## src/rtl/maf_pkg.sv

```systemverilog
package maf_pkg;

   localparam int DATA_W         = 16;
   localparam int CFG_W          = 6;
   localparam int MAX_WINDOW_DEF = 32;

   localparam logic [CFG_W-1:0] WINDOW_RESET = 6'd8;

   typedef enum logic [2:0] {
      ST_IDLE,
      ST_SWEEP,
      ST_ABS,
      ST_DIV,
      ST_SIGN,
      ST_OUT
   } state_type;

   typedef enum logic {
      ALU_ADD,
      ALU_SUB
   } alu_op_type;

endpackage

```

## src/rtl/maf_if.sv

```systemverilog
interface maf_req_if;
   import maf_pkg::*;

   logic                     valid;
   logic                     ready;
   logic signed [DATA_W-1:0] sample;

   modport source (output valid, output sample, input ready);
   modport sink   (input valid, input sample, output ready);
endinterface

interface maf_rsp_if;
   import maf_pkg::*;

   logic                     valid;
   logic                     ready;
   logic signed [DATA_W-1:0] average;

   modport source (output valid, output average, input ready);
   modport sink   (input valid, input average, output ready);
endinterface

```

## src/rtl/moving_average_filter.sv

```systemverilog
// Moving average over the last L samples, L taken from the csr register
// (0 counts as 1, values above MAX_WINDOW count as MAX_WINDOW).
// req channel: one signed 16-bit sample per word, taken when valid and
// ready are both high. rsp channel: one signed 16-bit average per word,
// the window sum divided by L, truncated toward zero.
// csr port: csr_write_enable writes csr_write_data into the length
// register at the clock edge; change it only while the block is idle.
// After a sample is accepted it is summed and divided before rsp valid; the
// sum is S = 16 + clog2(MAX_WINDOW) bits wide (S = 21 for the default):
// the window is swept one entry a cycle through the store's single
// read and write port, then a restoring divider takes one quotient bit a
// cycle, all on one shared adder. req ready is high only while idle.
// The block takes no new sample until it is through with the last one.
// A finished average waits in the output register while the next sample
// is taken; if the receiver still stalls at the end of that sample, the
// block holds there until the waiting word is taken.
// Reset is synchronous: it drops rsp valid, returns the length to 8 and
// makes every window entry read as zero until written.
module moving_average_filter #(
   parameter int MAX_WINDOW = maf_pkg::MAX_WINDOW_DEF
) (
   input  logic                      clock,
   input  logic                      reset,
   maf_req_if.sink                   req,
   maf_rsp_if.source                 rsp,
   input  logic                      csr_write_enable,
   input  logic [maf_pkg::CFG_W-1:0] csr_write_data
);
   import maf_pkg::*;

   localparam int ADDR_W = (MAX_WINDOW > 1) ? $clog2(MAX_WINDOW) : 1;
   localparam int ALU_W  = DATA_W + $clog2(MAX_WINDOW) + 1;

   logic [CFG_W-1:0]         window_length_ff;
   logic                     wr_en;
   logic [ADDR_W-1:0]        wr_addr;
   logic signed [DATA_W-1:0] wr_data;
   logic                     rd_en;
   logic [ADDR_W-1:0]        rd_addr;
   logic signed [DATA_W-1:0] rd_data;
   alu_op_type               alu_op;
   logic signed [ALU_W-1:0]  alu_a;
   logic signed [ALU_W-1:0]  alu_b;
   logic signed [ALU_W-1:0]  alu_y;

   always_ff @(posedge clock) begin
      if (reset) begin
         window_length_ff <= WINDOW_RESET;
      end else if (csr_write_enable) begin
         window_length_ff <= csr_write_data;
      end
   end

   maf_seq #(.MAX_WINDOW(MAX_WINDOW)) u_seq (
      .clock         (clock),
      .reset         (reset),
      .window_length (window_length_ff),
      .req           (req),
      .rsp           (rsp),
      .wr_en         (wr_en),
      .wr_addr       (wr_addr),
      .wr_data       (wr_data),
      .rd_en         (rd_en),
      .rd_addr       (rd_addr),
      .rd_data       (rd_data),
      .alu_op        (alu_op),
      .alu_a         (alu_a),
      .alu_b         (alu_b),
      .alu_y         (alu_y)
   );

   maf_store #(.MAX_WINDOW(MAX_WINDOW)) u_store (
      .clock   (clock),
      .reset   (reset),
      .wr_en   (wr_en),
      .wr_addr (wr_addr),
      .wr_data (wr_data),
      .rd_en   (rd_en),
      .rd_addr (rd_addr),
      .rd_data (rd_data)
   );

   maf_alu #(.W(ALU_W)) u_alu (
      .op (alu_op),
      .a  (alu_a),
      .b  (alu_b),
      .y  (alu_y)
   );

endmodule

```

## src/rtl/maf_alu.sv

```systemverilog
module maf_alu #(
   parameter int W = 17
) (
   input  maf_pkg::alu_op_type op,
   input  logic signed [W-1:0] a,
   input  logic signed [W-1:0] b,
   output logic signed [W-1:0] y
);
   import maf_pkg::*;

   always_comb begin
      case (op)
         ALU_ADD: y = a + b;
         ALU_SUB: y = a - b;
         default: y = a + b;
      endcase
   end

endmodule

```

## src/rtl/maf_store.sv

```systemverilog
module maf_store #(
   parameter int MAX_WINDOW = maf_pkg::MAX_WINDOW_DEF,
   localparam int ADDR_W = (MAX_WINDOW > 1) ? $clog2(MAX_WINDOW) : 1
) (
   input  logic                             clock,
   input  logic                             reset,
   input  logic                             wr_en,
   input  logic [ADDR_W-1:0]                wr_addr,
   input  logic signed [maf_pkg::DATA_W-1:0] wr_data,
   input  logic                             rd_en,
   input  logic [ADDR_W-1:0]                rd_addr,
   output logic signed [maf_pkg::DATA_W-1:0] rd_data
);
   import maf_pkg::*;

   logic signed [DATA_W-1:0] window_ff [MAX_WINDOW];
   logic [MAX_WINDOW-1:0]    valid_ff;
   logic signed [DATA_W-1:0] rd_q_ff;
   logic                     rd_ok_ff;

   // entries never written read as zero
   always_ff @(posedge clock) begin
      if (reset) begin
         valid_ff <= '0;
         rd_ok_ff <= 1'b0;
      end else begin
         if (wr_en) begin
            valid_ff[wr_addr] <= 1'b1;
         end
         if (rd_en) begin
            rd_ok_ff <= valid_ff[rd_addr];
         end
      end
   end

   always_ff @(posedge clock) begin
      if (wr_en) begin
         window_ff[wr_addr] <= wr_data;
      end
      if (rd_en) begin
         rd_q_ff <= window_ff[rd_addr];
      end
   end

   assign rd_data = rd_ok_ff ? rd_q_ff : '0;

endmodule

```

## src/rtl/maf_seq.sv

```systemverilog
module maf_seq #(
   parameter int MAX_WINDOW = maf_pkg::MAX_WINDOW_DEF,
   localparam int ADDR_W = (MAX_WINDOW > 1) ? $clog2(MAX_WINDOW) : 1,
   localparam int ALU_W  = maf_pkg::DATA_W + $clog2(MAX_WINDOW) + 1
) (
   input  logic                              clock,
   input  logic                              reset,
   input  logic [maf_pkg::CFG_W-1:0]          window_length,
   maf_req_if.sink                            req,
   maf_rsp_if.source                          rsp,
   output logic                              wr_en,
   output logic [ADDR_W-1:0]                 wr_addr,
   output logic signed [maf_pkg::DATA_W-1:0] wr_data,
   output logic                              rd_en,
   output logic [ADDR_W-1:0]                 rd_addr,
   input  logic signed [maf_pkg::DATA_W-1:0] rd_data,
   output maf_pkg::alu_op_type               alu_op,
   output logic signed [ALU_W-1:0]           alu_a,
   output logic signed [ALU_W-1:0]           alu_b,
   input  logic signed [ALU_W-1:0]           alu_y
);
   import maf_pkg::*;

   localparam int LEN_W = $clog2(MAX_WINDOW + 1);
   localparam int SUM_W = ALU_W - 1;
   localparam int CNT_W = $clog2(SUM_W + 1);
   localparam int CMP_W = (LEN_W > CFG_W) ? LEN_W : CFG_W;

   state_type                state_ff, state_in;
   logic [LEN_W-1:0]         k_ff, k_in;
   logic [LEN_W-1:0]         n_ff, n_in;
   logic signed [DATA_W-1:0] sample_ff, sample_in;
   logic signed [ALU_W-1:0]  acc_ff, acc_in;
   logic [SUM_W-1:0]         quo_ff, quo_in;
   logic [LEN_W-1:0]         rem_ff, rem_in;
   logic                     neg_ff, neg_in;
   logic [CNT_W-1:0]         cnt_ff, cnt_in;
   logic signed [DATA_W-1:0] res_ff, res_in;
   logic                     rsp_valid_ff, rsp_valid_in;
   logic signed [DATA_W-1:0] rsp_average_ff, rsp_average_in;

   logic [CMP_W-1:0]         len_raw;
   logic [LEN_W-1:0]         eff_len;
   logic                     last;
   logic [LEN_W:0]           k_ahead;
   logic [LEN_W:0]           shifted;
   logic                     out_free;

   // clamp the length register to 1..MAX_WINDOW
   always_comb begin
      len_raw = CMP_W'(window_length);
      if (len_raw == '0) begin
         eff_len = LEN_W'(1);
      end else if (len_raw > CMP_W'(MAX_WINDOW)) begin
         eff_len = LEN_W'(MAX_WINDOW);
      end else begin
         eff_len = len_raw[LEN_W-1:0];
      end
   end

   assign last     = (k_ff == n_ff - LEN_W'(1));
   assign k_ahead  = {1'b0, k_ff} + (LEN_W + 1)'(2);
   assign shifted  = {rem_ff, quo_ff[SUM_W-1]};
   assign out_free = !rsp_valid_ff || rsp.ready;

   always_comb begin
      state_in = state_ff;
      case (state_ff)
         ST_IDLE: begin
            if (req.valid) begin
               state_in = ST_SWEEP;
            end
         end
         ST_SWEEP: begin
            if (last) begin
               state_in = ST_ABS;
            end
         end
         ST_ABS: state_in = ST_DIV;
         ST_DIV: begin
            if (cnt_ff == CNT_W'(SUM_W - 1)) begin
               state_in = ST_SIGN;
            end
         end
         ST_SIGN: state_in = ST_OUT;
         ST_OUT: begin
            if (out_free) begin
               state_in = ST_IDLE;
            end
         end
         default: state_in = ST_IDLE;
      endcase
   end

   always_comb begin
      req.ready = 1'b0;
      rd_en     = 1'b0;
      rd_addr   = '0;
      wr_en     = 1'b0;
      wr_addr   = k_ff[ADDR_W-1:0];
      wr_data   = last ? sample_ff : rd_data;
      alu_op    = ALU_ADD;
      alu_a     = '0;
      alu_b     = '0;
      case (state_ff)
         ST_IDLE: begin
            req.ready = 1'b1;
            rd_en     = req.valid && (eff_len > LEN_W'(1));
            rd_addr   = ADDR_W'(1);
         end
         ST_SWEEP: begin
            rd_en   = (k_ahead < {1'b0, n_ff});
            rd_addr = k_ahead[ADDR_W-1:0];
            wr_en   = 1'b1;
            alu_op  = ALU_ADD;
            alu_a   = acc_ff;
            alu_b   = ALU_W'(wr_data);
         end
         ST_ABS: begin
            alu_op = ALU_SUB;
            alu_b  = acc_ff;
         end
         ST_DIV: begin
            alu_op = ALU_SUB;
            alu_a  = ALU_W'(shifted);
            alu_b  = ALU_W'(n_ff);
         end
         ST_SIGN: begin
            alu_op = neg_ff ? ALU_SUB : ALU_ADD;
            alu_b  = ALU_W'(quo_ff);
         end
         default: begin
         end
      endcase
   end

   always_comb begin
      k_in           = k_ff;
      n_in           = n_ff;
      sample_in      = sample_ff;
      acc_in         = acc_ff;
      quo_in         = quo_ff;
      rem_in         = rem_ff;
      neg_in         = neg_ff;
      cnt_in         = cnt_ff;
      res_in         = res_ff;
      rsp_valid_in   = rsp_valid_ff && !rsp.ready;
      rsp_average_in = rsp_average_ff;
      case (state_ff)
         ST_IDLE: begin
            if (req.valid) begin
               n_in      = eff_len;
               sample_in = req.sample;
               k_in      = '0;
               acc_in    = '0;
            end
         end
         ST_SWEEP: begin
            acc_in = alu_y;
            k_in   = k_ff + LEN_W'(1);
         end
         ST_ABS: begin
            neg_in = acc_ff[ALU_W-1];
            quo_in = acc_ff[ALU_W-1] ? alu_y[SUM_W-1:0] : acc_ff[SUM_W-1:0];
            rem_in = '0;
            cnt_in = '0;
         end
         ST_DIV: begin
            if (!alu_y[ALU_W-1]) begin
               rem_in = alu_y[LEN_W-1:0];
               quo_in = {quo_ff[SUM_W-2:0], 1'b1};
            end else begin
               rem_in = shifted[LEN_W-1:0];
               quo_in = {quo_ff[SUM_W-2:0], 1'b0};
            end
            cnt_in = cnt_ff + CNT_W'(1);
         end
         ST_SIGN: begin
            res_in = alu_y[DATA_W-1:0];
         end
         ST_OUT: begin
            if (out_free) begin
               rsp_valid_in   = 1'b1;
               rsp_average_in = res_ff;
            end
         end
         default: begin
         end
      endcase
   end

   always_ff @(posedge clock) begin
      if (reset) begin
         state_ff     <= ST_IDLE;
         rsp_valid_ff <= 1'b0;
      end else begin
         state_ff     <= state_in;
         rsp_valid_ff <= rsp_valid_in;
      end
   end

   always_ff @(posedge clock) begin
      k_ff           <= k_in;
      n_ff           <= n_in;
      sample_ff      <= sample_in;
      acc_ff         <= acc_in;
      quo_ff         <= quo_in;
      rem_ff         <= rem_in;
      neg_ff         <= neg_in;
      cnt_ff         <= cnt_in;
      res_ff         <= res_in;
      rsp_average_ff <= rsp_average_in;
   end

   assign rsp.valid   = rsp_valid_ff;
   assign rsp.average = rsp_average_ff;

endmodule

```

## src/flat_wrapper.sv

```systemverilog
// flat-port wrapper written by rule: the top's interface ports become plain ports
module moving_average_filter_flat import maf_pkg::*;
#(
   parameter int MAX_WINDOW = maf_pkg::MAX_WINDOW_DEF
)
  (clock, reset, csr_write_enable, csr_write_data, req_valid, req_sample, req_ready, rsp_valid, rsp_average, rsp_ready);
  maf_req_if req_i ();
  maf_rsp_if rsp_i ();
  input  logic clock;
  input  logic reset;
  input  logic csr_write_enable;
  input  logic [maf_pkg::CFG_W-1:0] csr_write_data;
  input wire logic [$bits(req_i.valid)-1:0] req_valid;
  input wire logic [$bits(req_i.sample)-1:0] req_sample;
  output wire logic [$bits(req_i.ready)-1:0] req_ready;
  output wire logic [$bits(rsp_i.valid)-1:0] rsp_valid;
  output wire logic [$bits(rsp_i.average)-1:0] rsp_average;
  input wire logic [$bits(rsp_i.ready)-1:0] rsp_ready;
  assign req_i.valid = req_valid;
  assign req_i.sample = req_sample;
  assign req_ready = req_i.ready;
  assign rsp_valid = rsp_i.valid;
  assign rsp_average = rsp_i.average;
  assign rsp_i.ready = rsp_ready;
  moving_average_filter #(.MAX_WINDOW(MAX_WINDOW)) u_core (.clock(clock), .reset(reset), .req(req_i), .rsp(rsp_i), .csr_write_enable(csr_write_enable), .csr_write_data(csr_write_data));
endmodule
```

## config.mk

```make
export PLATFORM = sky130hd
export DESIGN_NAME = moving_average_filter_flat
export DESIGN_NICKNAME = d
export VERILOG_FILES = /design/src/rtl/maf_pkg.sv /design/src/rtl/maf_if.sv /design/src/rtl/moving_average_filter.sv /design/src/rtl/maf_alu.sv /design/src/rtl/maf_store.sv /design/src/rtl/maf_seq.sv /design/src/flat_wrapper.sv
export SDC_FILE = /design/constraint.sdc
export NUM_CORES = 1
export LEC_CHECK = 0
export BUFFER_PORTS_ARGS = -buffer_cell sky130_fd_sc_hd__buf_2
export CAP_MARGIN = 20
export CORE_ASPECT_RATIO = 2
export CORE_MARGIN = 10
export CORE_UTILIZATION = 35
export CTS_CLUSTER_SIZE = 30
export DETAILED_ROUTE_END_ITERATION = 10
export GPL_TIMING_DRIVEN = 0
export PLACE_DENSITY = 0.61
export SLEW_MARGIN = 20
export SYNTH_ARGS = -nofsm -noshare
export SYNTH_HDL_FRONTEND = slang
export SYNTH_SLANG_ARGS = --single-unit
```

## constraint.sdc

```tcl
create_clock -name clock -period 11.3 [get_ports clock]
set_input_delay 1.13 -clock clock [delete_from_list [all_inputs] [get_ports clock]]
set_output_delay 1.13 -clock clock [all_outputs]
set_load 0.01 [all_outputs]
```

==> results of run 1 <==
## critical path, cell delays in order, from the launching register on
cell	delay, ns
edfxtp_1	0.47
inv_1	0.10
ha_1	0.22
or3b_1	0.36
a211o_1	0.34
nor4_4	0.56
and2_4	0.30
mux2_2	0.41
o21a_1	0.22
ha_1	0.22
nand3_1	0.26
inv_1	0.10
a21oi_1	0.21
xor2_1	0.30
ha_1	0.17
clkbuf_1	0.27
nand4_1	0.15
a211oi_1	0.46
nor2_1	0.15
a21oi_1	0.51
a211o_1	0.21
a21o_1	0.17
xor2_1	0.62
and3_1	0.26
nor3_1	0.05
## layer usage
metal / up-vias / GRT usage, %
li1: 7640 / -
met1: 8750 / 16.27
met2: 630 / 31.77
met3: 268 / 1.660
met4: 4 / 12.60
met5: - / 0
## layout make-up
type,count,area (um2),area share [%]
tap,1064,1331,3.928
antenna,2,5.005,0.01477
timing repair buffer,91,973.4,2.872
clock buffer,64,1474,4.349
inverter,29,108.9,0.3212
clock inverter,43,548.0,1.617
buffer,106,429.2,1.266
sequential,686,20170,59.52
multi-input combinational,1105,8850,26.11
## cells by family (layout without fill, tap and decap cells)
logic type / after synthesis / count (layout) / share of synthesized area [%]
buffers and inverters: 135 / 333 / 1.826
adder cells (fa/ha/maj): 38 / 38 / 1.647
XOR/XNOR: 49 / 49 / 1.463
flip-flops: 686 / 686 / 68.76
AND/OR/NAND/NOR: 651 / 651 / 10.21
multiplexers: 174 / 174 / 11.77
AO/OA/AOI/OAI: 193 / 193 / 4.321
other: 0 / 2 / 0
## report_power, final
part / internal [mW] / switching (mW) / total (mW)
Sequential: 2.98 / 0.0529 / 3.04
Combinational: 0.524 / 0.937 / 1.46
Clock: 1.20 / 0.946 / 2.15
Total: 4.71 / 1.94 / 6.64
## cell usage after synthesis, types with 3 or more instances
library cell / number
nor2b_1: 18
dfxtp_1: 43
and2_1: 42
o21a_1: 7
or3_2: 4
nand2b_1: 5
a22o_1: 9
and3_1: 13
o211ai_1: 5
xnor2_1: 26
nand4_1: 10
mux4_2: 136
a211o_1: 3
clkbuf_1: 71
xor2_1: 23
inv_1: 29
nor4_1: 3
nor2_1: 159
buf_1: 22
o21ai_0: 62
a31oi_1: 9
nand2_1: 253
a21o_1: 7
mux2_2: 8
a21oi_1: 41
or3_1: 5
o32a_1: 4
edfxtp_1: 643
a22oi_1: 13
buf_2: 11
a211oi_1: 7
nand3_1: 98
nor3_1: 13
ha_1: 37
mux2i_1: 30
nand3b_1: 6
## path summary, 6_finish.rpt
check,start,end,slack (ns),cells past startpoint
worst min-delay path,u_core.u_seq.res_ff[3],u_core.u_seq.rsp.average[3],0.42,0
worst max-delay path,u_core.u_seq.n_ff[0],u_core.u_seq.acc_ff[21],3.95,24
worst max register to register,u_core.u_seq.n_ff[0],u_core.u_seq.acc_ff[21],3.95,24
worst min register to register,u_core.u_seq.res_ff[3],u_core.u_seq.rsp.average[3],0.42,0
## per-stage QoR
| stage | setup WS (ns) | util (%) | power (mW) | hold slack, ns |
|---|---|---|---|---|
| after CTS | 4.074 | 40.64 | 6.670 | 0.4235 |
| final | 3.952 | 40.67 | 6.644 | 0.4197 |
| after global routing | 3.757 | 40.67 | 6.881 | 0.4294 |
| after global placement | 3.465 | 37.05 | 4.459 | 0.4040 |
| after detailed placement | 4.087 | 38.21 | 4.537 | 0.4070 |
| after floorplan | 5.596 | - | 4.002 | 0.4003 |
## registers in the layout, summed over array words and instances, names as in the netlist, 16 cells and up
register and flops:
u_core.u_seq.quo_ff 21, u_core.u_seq.sample_ff 16, u_core.u_seq.rsp.average 16, u_core.u_seq.acc_ff 22, u_core.u_seq.res_ff 16, u_core.u_store.rd_q_ff 16, u_core.u_store.window_ff 512, u_core.u_store.valid_ff 32
==> results.md, run 1 <==
* Met1 WL at 26520 um
* Core area at roughly 0.083 mm2
* Cell Rows at 150
* First-pass GRT wire length at around 120000 um
* Rel. slew slack at 26.15%
* Port bufs at 42
* FMAX at 136.1 MHz
* Status: completed
* H-tree depth at 2
* Worst setup EP type: flop
* Synth Flop Type: edfxtp_1
* Global placer's final weighted congestion at ~1.0
* Initial antenna violation count at 6
* Post-synth EDFFs at ~640
* Buffer depth of the longest clock path at 3
* Cell Count, Final, Fillers Out at 3190
* Final hold vios at 0
* Post-CTS setup buffer count at 0
* Commonest non-fill, non-tap cell in the layout: edfxtp_1
* Design Area, Final at 0.03389 mm2
* WL final at 81890 um
* Layout cells sized above 1 at between 15 and 20%
* Fill count at ~7.6k
* Critical path class: flop to flop
* Num CTS Buffers at 57
* Metal3 WL at 3406 um
* Via density at 5.421
* Worst setup SP type: flop
* Crit-path max FO at 10
* Met2 wire len at 45200 um
* Root Driver: clkbuf_16
* Largest net degree at the start of global routing at 34
* Vias at ~17k
* Placed cell area at 0.03184 mm2
* Unique cell type count in the Yosys netlist at 73
* 1st-iter DRT viols at around 1.4k
* Synth Register Bits at 686
* Post-route ant nets at 0
* Min cycle time layout at around 7.3 ns
* DR pass1 iterations at 6
* Arr. time, crit path at 7.70 ns
* Period Utilization, post-route at 65.03%
* Wirelength per Cell at between 20 and 30 um
* PwrDens at 196.1 mW/mm2
* Leakage at 11.29 nW
* Setup_tns at 0 ns
* Final setup fails at 0
* DRC errors left at 0
* CTS tree: built
* Placed insts at around 3k
* Syn_area_per_cell at 15.23 um2
* Starting Density at about a third
* Slew Limit Fails at 0
* Worst-Skew Late Latency at about 0.64 ns
* Max VDD drop at 0.1363 mV
* NumNets Final at 2141
* Synth top area share at between 60 and 70%
* Ys async rst share at 0%
* Area Growth Syn to Fin at 15.54%
* Tightest Hold Check Type: flop to flop
* Tot GR Track Use at 16.73%
* Ys Warns at 0
* Clock skew at 0.04497 ns
* Die height at 429.4 um
* Req. time, crit path at around 12 ns
* Synth area leaders: edfxtp_1 (66%), mux4_2 (10%), nand2_1 (3.2%)
* Synth area leader: edfxtp_1
* Hold Buf Count CTS at 0
* Clock slew at reported path FFs at 0.07 ns
* Sequential share of the synthesized area at between 60% and 70%
* Die area at a little under 0.1 mm2
* Synth Cell Area at around 0.03 mm2
* Mapped Nets at between 1.5k and 2k
* Commonest non-fill, non-tap cells in the layout: edfxtp_1 (643), nand2_1 (252), mux4_2 (136)
* Number of global-route vias before repair at 18.26k
* Gr ovfl total at 0
* I/O pin total at 45
* RSZ-0062 raised after global routing: false
* Die Width at ~220 um
* Worst Max-Slew Pin Slew at 1.098 ns
* Number of cells upsized or downsized after cts at 0
* CTS sink count at 686
* DR top layer: met5
* Max cap viols at 0
* Gate Count Post-Synth at 1926
* Final HPWL DP at 60920 um
Power figures use the tool's default switching activity.
==> run 2: changes to the inputs <==
clock period = 6.83 ns   (was 11.3 ns; I/O delays follow)
==> results.md, run 2 (same netlist as run 1, synthesis figures left out) <==
* Max cap viols at 0 (unchanged)
* H-tree depth at 2 (unchanged)
* Vias at 17.37k (+0.45%)
* Clock share of power at 32.2% (about the same)
* Switching share of power at 29.26% (+0.12 points)
* Core Util, Final at 40.77% (+0.10 points)
* Die Width at 224.7 um (unchanged)
* Max VDD drop at 0.2258 mV (+66%)
* Gr ovfl total at 0 (unchanged)
* Fill count at 7630 (-0.026%)
* Slew Limit Fails at 0 (unchanged)
* Crit-path max FO at 8 (-2)
* Internal at 7.803 mW (+66%)
* RSZ-0062 raised after global routing: false
* Initial antenna violation count at 6 (unchanged)
* NumNets Final at 2143 (+0.093%)
* Min cycle time layout at 6.516 ns (-0.8328 ns)
* Leakage at 11.33 nW (+0.37%)
* Buffer depth of the longest clock path at 3 (unchanged)
* Multi-input gate area in the final layout at 0.008914 mm2 (+0.72%)
* Post-route ant nets at 0 (unchanged)
* Rel. slew slack at 29.68% (+3.5 points)
* Period Utilization, post-route at 95.40% (+30 points)
* WL final at 82180 um (+0.35%)
* CTS tree: built
* R2R Path Start: u_core.u_seq.n_ff[0]
* Cell mode on critical path: ha_1
* Clock skew at 0.04375 ns (-0.001224 ns)
* Commonest non-fill, non-tap cell in the layout: edfxtp_1
* Hold Slack at 0.2283 ns (-0.1914 ns)
* Tightest Hold Check Type: primary input to flop
* Final setup fails at 0 (unchanged)
* Status: completed
* Cell Count, Final, Fillers Out at 3193 (+0.094%)
* Worst setup EP type: flop
* Largest regs: u_core.u_store.window_ff x512, u_core.u_store.valid_ff x32, u_core.u_seq.acc_ff x22
* Critical path class: flop to flop
* Worst path max stage delay at 0.47 ns (-0.15 ns)
* Number of global-route vias before repair at 18.28k (+0.14%)
* Worst-Skew Late Latency at 0.64 ns (about the same)
* Tot GR Track Use at 16.75% (+0.018 points)
* Cell Rows at 150 (unchanged)
* Net Switching at 3.227 mW (+67%)
* Starting Density at 35.20% (unchanged)
* Clock slew at reported path FFs at 0.07 ns (about the same)
* Critical hold path startpoint: req_sample[11]
* I/O pin total at 45 (unchanged)
* Comb power frac at 22.2% (+0.2 points)
* Largest net degree at the start of global routing at 34 (unchanged)
* Die area at 0.09649 mm2 (unchanged)
* DR pass1 iterations at 5 (-1)
* Wirelength per Cell at 25.74 um (+0.26%)
* Worst Max-Slew Pin Slew at 1.054 ns (-0.04482 ns)
* Worst setup SP type: flop
* DRC errors left at 0 (unchanged)
* Setup crit start: u_core.u_seq.n_ff[0]
* Final hold vios at 0 (unchanged)
* Core area at 0.08333 mm2 (unchanged)
* Req. time, crit path at 7.19 ns (-4.46 ns)
* CTS sink count at 686 (unchanged)
* Slowest cell on the critical path: edfxtp_1
* Hold Buf Count CTS at 0 (unchanged)
* Global placer's final weighted congestion at 1.036 (unchanged)
* Area Growth Syn to Fin at 15.82%
* Largest register by flop count: u_core.u_store.window_ff
* Arr. time, crit path at 6.87 ns (-0.83 ns)
* Register share of total power at 45.5% (-0.2 points)
* Layout cells sized above 1 at 19.99% (+0.55 points)
* Via density at 5.440 (+0.36%)
* FF/Latch Area at 0.02017 mm2 (unchanged)
* Root Driver: clkbuf_16
* Port bufs at 42 (unchanged)
* Num CTS Buffers at 57 (unchanged)
* First-pass GRT wire length at 119400 um (about the same)
* Final HPWL DP at 60920 um (unchanged)
* Max reg flops at 512 (unchanged)
* 1st-iter DRT viols at 1402 (-2.2%)
* Die height at 429.4 um (unchanged)
* Commonest non-fill, non-tap cells in the layout: edfxtp_1 (643), nand2_1 (252), mux4_2 (136)
* FMAX at 153.5 MHz (+13%)
* Placed insts at 3080 (unchanged)
* PwrDens at 324.7 mW/mm2 (+66%)
## run 2: layout make-up
cell class,instances,share of cell area (%)
antenna,3,0.02210
buffer,106,1.271
clock buffer,64,4.339
clock inverter,43,1.613
inverter,29,0.3204
multi-input combinational,1105,26.24
sequential,686,59.37
tap,1064,3.919
timing repair buffer,93,2.910
## run 2: final timing paths
check | endpoint | depth (start not counted) | slack (ns)
min | u_core.u_seq.sample_ff[11] | 1 | 0.23
max reg2reg | u_core.u_seq.acc_ff[21] | 26 | 0.31
max | u_core.u_seq.acc_ff[21] | 26 | 0.31
min reg2reg | u_core.u_seq.rsp.average[3] | 0 | 0.42
## run 2: metal layers
| layer | up-vias | global-route usage [%] | wire, um |
|---|---|---|---|
| li1 | 7647 | - | - |
| met1 | 8884 | 16.26 | 26620 |
| met2 | 586 | 31.78 | 45480 |
| met3 | 251 | 1.680 | 3374 |
| met4 | 2 | 12.67 | 6694 |
| met5 | - | 0 | 11 |
## run 2: critical path: cells and delay by family (launching register included)
family,cells,cell delay [ns]
flops,1,0.47
mux,1,0.41
compound gates,9,2.13
fa+ha+maj,3,0.73
buf+inv,4,0.55
simple gates,7,1.35
xor+xnor,2,0.61
## run 2: metrics by stage
stage / power [mW] / setup WS, ns / TNS [ns] / cell area, um2
finish: 11.03 / 0.3145 / 0 / 33970
global route: 11.41 / 0.009585 / 0 / 33970
CTS: 11.04 / 0.07885 / 0 / 33900
detailed placement: 7.507 / -0.3833 / -2.098 / 31840
global placement: 7.377 / -1.005 / -22.30 / 30870
floorplan: 6.621 / 1.126 / 0 / 29330
## run 2: power by group through the flow
| stage | clock, mW | sequential (mW) | combinational [mW] |
|---|---|---|---|
| 2_1_floorplan | 0 | 5.08 | 1.54 |
| 3_3_place_gp | 0 | 5.14 | 2.24 |
| 3_5_place_dp | 0 | 5.11 | 2.39 |
| 4_1_cts | 3.61 | 5.02 | 2.41 |
| 5_1_grt | 3.75 | 5.03 | 2.63 |
| 6_report | 3.56 | 5.02 | 2.45 |
## run 2: what timing repair did
item	CTS	global route
buffers inserted	2	0
endpoints found under the setup margin	8	25
pin swaps	1	0
resized for setup	2	12
hold endpoints to repair	0	0
